[src/hw/rtl/fed_pkg.sv]
// Shared types and constants for the feedback echo delay block.
// No dependencies; used by fed_datapath and feedback_echo_delay.
`default_nettype none

package fed_pkg;

  // Controller states.
  typedef enum logic [1:0] {
    ST_CLEAR,
    ST_IDLE,
    ST_MULT,
    ST_WRITE
  } state_t;

  // Register indexes on the configuration port.
  localparam logic [1:0] CFG_DELAY_LENGTH  = 2'd0;
  localparam logic [1:0] CFG_FEEDBACK_GAIN = 2'd1;
  localparam logic [1:0] CFG_WET_MIX       = 2'd2;

  // Request function codes.
  localparam logic FUNC_SAMPLE = 1'b0;
  localparam logic FUNC_CLEAR  = 1'b1;

  // Fixed-point constants (gains are unsigned Q1.15).
  localparam int          GAIN_FRAC    = 15;
  localparam logic [15:0] GAIN_ONE     = 16'd32768;
  localparam logic [14:0] FEEDBACK_CAP = 15'd32440;

  // Register reset values.
  localparam logic [14:0] RESET_LENGTH = 15'd13230;
  localparam logic [14:0] RESET_FB     = 15'd13107;
  localparam logic [15:0] RESET_MIX    = 16'd13107;

endpackage

`default_nettype wire

[src/hw/rtl/fed_datapath.sv]
// Gain multipliers with a product register, then floor shift and saturation.
// Depends on fed_pkg for the gain constants.
`default_nettype none

module fed_datapath #(
  parameter int SAMPLE_BITS = 16
) (
  input  wire logic                          clk,
  input  wire logic                          mul_en,
  input  wire logic signed [SAMPLE_BITS-1:0] x,
  input  wire logic signed [SAMPLE_BITS-1:0] d,
  input  wire logic        [14:0]            feedback_gain,
  input  wire logic        [15:0]            wet_mix,
  output logic signed      [SAMPLE_BITS-1:0] y,
  output logic signed      [SAMPLE_BITS-1:0] w
);

  localparam int PW = SAMPLE_BITS + 18;
  localparam logic signed [PW-1:0] SAT_HI = PW'((64'sd1 <<< (SAMPLE_BITS - 1)) - 64'sd1);
  localparam logic signed [PW-1:0] SAT_LO = ~SAT_HI;

  logic        [15:0]   mix_c;
  logic        [15:0]   dry_g;
  logic        [14:0]   fb_c;
  logic signed [PW-1:0] x_e;
  logic signed [PW-1:0] d_e;
  logic signed [PW-1:0] p_dry_r;
  logic signed [PW-1:0] p_wet_r;
  logic signed [PW-1:0] p_fb_r;
  logic signed [PW-1:0] mix_sum;
  logic signed [PW-1:0] fb_sum;

  function automatic logic signed [SAMPLE_BITS-1:0] sat(input logic signed [PW-1:0] v);
    logic signed [PW-1:0] c;
    c = (v > SAT_HI) ? SAT_HI : ((v < SAT_LO) ? SAT_LO : v);
    return SAMPLE_BITS'(c);
  endfunction

  assign mix_c = (wet_mix > fed_pkg::GAIN_ONE) ? fed_pkg::GAIN_ONE : wet_mix;
  assign dry_g = fed_pkg::GAIN_ONE - mix_c;
  assign fb_c  = (feedback_gain > fed_pkg::FEEDBACK_CAP) ? fed_pkg::FEEDBACK_CAP
                                                         : feedback_gain;
  assign x_e   = PW'(x);
  assign d_e   = PW'(d);

  always_ff @(posedge clk) begin
    if (mul_en) begin
      p_dry_r <= x_e * $signed(PW'(dry_g));
      p_wet_r <= d_e * $signed(PW'(mix_c));
      p_fb_r  <= d_e * $signed(PW'(fb_c));
    end
  end

  // Arithmetic right shift floors toward minus infinity.
  assign mix_sum = (p_dry_r + p_wet_r) >>> fed_pkg::GAIN_FRAC;
  assign fb_sum  = x_e + (p_fb_r >>> fed_pkg::GAIN_FRAC);
  assign y       = sat(mix_sum);
  assign w       = sat(fb_sum);

endmodule

`default_nettype wire

[config.mk]
export PLATFORM = sky130hd
export DESIGN_NAME = fed_datapath
export DESIGN_NICKNAME = d
export VERILOG_FILES = /design/src/hw/rtl/fed_pkg.sv /design/src/hw/rtl/fed_datapath.sv
export SDC_FILE = /design/constraint.sdc
export NUM_CORES = 2
export LEC_CHECK = 0
export BUFFER_PORTS_ARGS = -buffer_cell sky130_fd_sc_hd__buf_2
export CORE_MARGIN = 4
export CORE_UTILIZATION = 47
export DETAILED_ROUTE_END_ITERATION = 10
export HOLD_SLACK_MARGIN = 0.08
export PLACE_DENSITY_LB_ADDON = 0.05
export SYNTH_ARGS = -nofsm -noshare
export SYNTH_HDL_FRONTEND = slang
export SYNTH_SLANG_ARGS = --single-unit
[constraint.sdc]
create_clock -name clk -period 11.4 [get_ports clk]
set_clock_uncertainty 0.15 [all_clocks]
set_input_delay 2.28 -clock clk [delete_from_list [all_inputs] [get_ports clk]]
set_output_delay 2.28 -clock clk [all_outputs]
set_load 0.02 [all_outputs]
* Yosys cells after proc, flatten, opt, wreduce, memory -nomap -nowiden *
Index checks and enable logic that the tools add are counted.

operators by class
  magnitude comparators = 6
  $add $sub $neg = 3
  multiply operators = 3
  muxes and demuxes = 6

operators with widths
  kind                      number
  $mux W16                  5
  $mul A16 B17 Y33          2
  $add A34 B34 Y34          1
  $mul A16 B16 Y32          1
  $gt A19 B16 Y1 const B    1
  $lt A19 B16 Y1 const B    1
  $add A16 B17 Y18          1
  $gt A18 B16 Y1 const B    1
  $lt A18 B16 Y1 const B    1
  $gt A16 B16 Y1 const B    1
  $sub A16 B16 Y16 const A  1
  $gt A15 B15 Y1 const B    1
  $mux W15                  1

word-level totals
  register bits = 100
  word-level logic and storage cells = 21

* Longest topological paths before layout *
  depth after elaboration = 4
  depth in mapped cells = 33

* Worst setup path after synthesis *
Ideal clock, no wire load.

  path type = input -> register
  start point = input port wet_mix[7]
  end point = register p_dry_r[31], data pin
  path slack = 1282 ps
  path buffers = 1
  arrival time = 9833 ps
  library setup time = 135 ps
  data required time = 11115 ps
  stages = 28
  cell sequence = or4_1 -> nor3_1 -> a31oi_1 -> o21ai_1 -> a21o_1 -> xor2_1 -> buf_2 -> nand2_1 -> fa_1 -> fa_1 -> fa_1 -> fa_1 -> inv_1 -> fa_1 -> inv_1 -> fa_1 -> inv_1 -> ha_1 -> a21o_1 -> a21o_1 -> a21oi_1 -> o21ai_0 -> o2111ai_1 -> a21boi_0 -> o21bai_1 -> a31oi_1 -> or4b_2 -> nand3_1

between the ends
  cells in the longest elaborated chain, start to end = 4

RTL lines
  what                  line                text
  from (decl)           fed_datapath.sv:13  input wire logic [15:0] wet_mix,
  $gt A16 B16 Y1        fed_datapath.sv:39  assign mix_c = (wet_mix > fed_pkg::GAIN_ONE) ? fed_pkg::GAIN_ONE : wet_mix;
  $mux W16 (*)          fed_datapath.sv:39
  $sub A16 B16 Y16 (*)  fed_datapath.sv:40  assign dry_g = fed_pkg::GAIN_ONE - mix_c;
  $mul A16 B17 Y33 (*)  fed_datapath.sv:48  p_dry_r <= x_e * $signed(PW'(dry_g));
  to (signal assigned)  fed_datapath.sv:48
  to (decl)             fed_datapath.sv:27  logic signed [PW-1:0] p_dry_r;

Mark *: on every way between the ends. The rest lies on a longest branch, timed or not.
A chain may end at the register's enable or synchronous reset.

* Worst setup path after layout *
Same ends and word-level chain as after synthesis.

==> impl_metrics.yaml <==
run_status:
  outcome: "completed"
logic_synthesis:
  ys.flop_type: "edfxtp_1"
  postSynth.asyncResetShare: 0
  synth_cells: 3465
  synth_seq_cells: 83
  ys_types: 77
  synth_area_mm2: 0.0315
  yosys-top-cells-count: "inv_1 (771), fa_1 (634), nand2_1 (453), ha_1 (373), and2_1 (322)"
  synth.area.top_cells: "fa_1 (40%), ha_1 (15%), inv_1 (9.2%)"
  syn_avg_cell_area_um2: 9.10
  synth-seq-area-share: 0.0790
  yosys_warnings: 0
  synth_top_cell_by_area: "fa_1"
  synth_edf_count: 83
  synth_fp_nets: 4537
  synth.top_cell.area_share: 0.402
  synth_most_common_cell: "inv_1"
cts:
  clk_path_buf_depth: 2
  post_cts_buffers: 0
  numCtsBuffers: 9
  cts_resized: 0
  clkSlewWorstSetupHoldPaths_ps: 70
  root_buffer: "clkbuf_16"
  numClockSinks: 83
  ctsHoldBuffers: 0
  tritoncts: "built"
  h-tree-depth: 3
timing:
  relSlewSlack: 0.330
  tightest_slew_ps: 1000
  fmax_ghz: 0.0953
  layout_setup_ws_ps: 907
  tns_ps: 0
  layout_min_cycle_time_ps: 10490
  setup_viol: 0
  slew_viol_final: 0
  rsz0062_at_grt: "false"
  fin_crit_sh: 0.920
  hold_slack_ps: 2240
  hold_viol: 0
worst_setup_path:
  start_kind: "input port"
  crit_path_top_delay_cell: "or4b_2"
  cp.required_ps: 11470
  cp_max_fo: 5
  crit_top_cell: "fa_1"
  end_kind: "flop"
  path_buf_inv: 4
  critPathTopFamily: "adder cells"
  cpPeakStageDelay_ps: 660
  cp.arrival_ps: 10560
  path_class: "in2reg"
drt:
  drc: 0
  ant_nets: 0
  top_layer_used: "met4"
  wl_met2_um: 41000
  routed_via_density: 5.30
  drt-initial-drc-count: 1034
  wl_per_cell_um: 18.7
  drt_pre_antenna_iters: 5
  vias: 23007
  dr_wl_met3_um: 3330
  wl_met1_um: 34100
  finalWirelength_um: 81200
die:
  ios: 97
  coreArea_mm2: 0.0661
  fp.dieW_um: 267
  initial_core_util: 0.477
  num_rows: 94
  die_y_um: 267
  die_area_mm2: 0.0713
global_routing:
  antenna_found_initial: 3
  grt_pass1_vias: 25818
  grt_pass1_wl_um: 136000
  gr-total-overflow: 0
  gr-usage-all-layers: 0.240
  grt_start_max_net_pins: 58
placement:
  dp_hpwl_um: 66600
  gp_congestion: 0.886
  pre_cts_slack_ps: 537
  io_buffers: 96
finish:
  drive_above_1_share: 0.0506
  layout.nets: 4547
  areaGrowthSynthToFinish_pct: 5.16
  diodes: 0
worst_hold_path:
  hp-class: "in2reg"
run:
  cap_violations: 0
-- through the flow --
stage	cells	util	instance area [um2]
4_1_cts	4343	0.502	33200
6_report	4343	0.502	33200
3_5_place_dp	4328	0.497	32900
2_1_floorplan	3465	-	31500
3_3_place_gp	4328	0.497	32900
5_1_grt	4343	0.502	33200
-- final timing paths --
| check | start | endpoint | cells after the start |
|---|---|---|---|
| worst max-delay path | wet_mix[7] | p_dry_r[31] | 28 |
| worst min-delay path | mul_en | p_dry_r[4] | 1 |
-- placed cells by master, fill, tap and decap left out, types with 4 or more instances in the layout --
| cell type | Yosys | routed |
|---|---|---|
| nand2b_1 | 30 | 30 |
| edfxtp_1 | 83 | 83 |
| or3_1 | 10 | 10 |
| a21oi_1 | 89 | 89 |
| nand3_1 | 21 | 21 |
| a2111oi_0 | 7 | 7 |
| or4_1 | 4 | 4 |
| a211oi_1 | 7 | 7 |
| inv_1 | 771 | 771 |
| nor4_1 | 6 | 5 |
| ha_1 | 373 | 373 |
| and2_1 | 322 | 322 |
| a31oi_1 | 9 | 9 |
| nand2_1 | 453 | 453 |
| a21o_1 | 61 | 61 |
| a31o_2 | 4 | 4 |
| nand4_1 | 10 | 10 |
| clkbuf_16 | 0 | 9 |
| buf_4 | 1 | 40 |
| o31ai_1 | 10 | 10 |
| o211ai_1 | 9 | 9 |
| buf_2 | 5 | 95 |
| xnor2_1 | 75 | 75 |
| and3_1 | 11 | 11 |
| fa_1 | 634 | 634 |
| nor3_1 | 36 | 36 |
| xor2_1 | 36 | 36 |
| nor2_1 | 74 | 74 |
| a21boi_0 | 5 | 5 |
| o21a_1 | 19 | 19 |
| a311oi_1 | 4 | 4 |
| nor2b_1 | 34 | 32 |
| o21bai_1 | 9 | 9 |
| o21ai_0 | 46 | 46 |
| or2_2 | 9 | 9 |
-- sequential cells by signal, indices dropped and copies added (netlist names) --
register	cells
p_wet_r	33
p_fb_r	17
p_dry_r	33
-- final cells by class --
class,count,area [um2]
multi-input cells,2474,25600
flip-flops and latches,83,2490
inverters,772,2900
fillers,6353,32900
well taps,864,1080
clock inverters,6,62.6
clock buffers,9,225
repair buffers,135,776
-- layer usage --
layer,GRT usage,vias up
li1,-,10595
met1,0.305,11735
met2,0.434,557
met3,0.0253,120
met4,0.0735,0
met5,0,-
-- cell families (layout without fill, tap and decap cells) --
| logic type | count (synthesis) | after routing | synth area share |
|---|---|---|---|
| AND/OR/NAND/NOR | 1033 | 1033 | 0.162 |
| adder cells (fa/ha/maj) | 1007 | 1007 | 0.550 |
| buffers and inverters | 908 | 922 | 0.109 |
| AO/OA/AOI/OAI | 322 | 322 | 0.0689 |
| XOR/XNOR | 111 | 111 | 0.0308 |
| flip-flops | 83 | 83 | 0.0790 |
| multiplexers | 1 | 1 | 0.000357 |
Power is not shown: default switching activity piles up to over one toggle a cycle in this logic, so the estimate is an artifact.
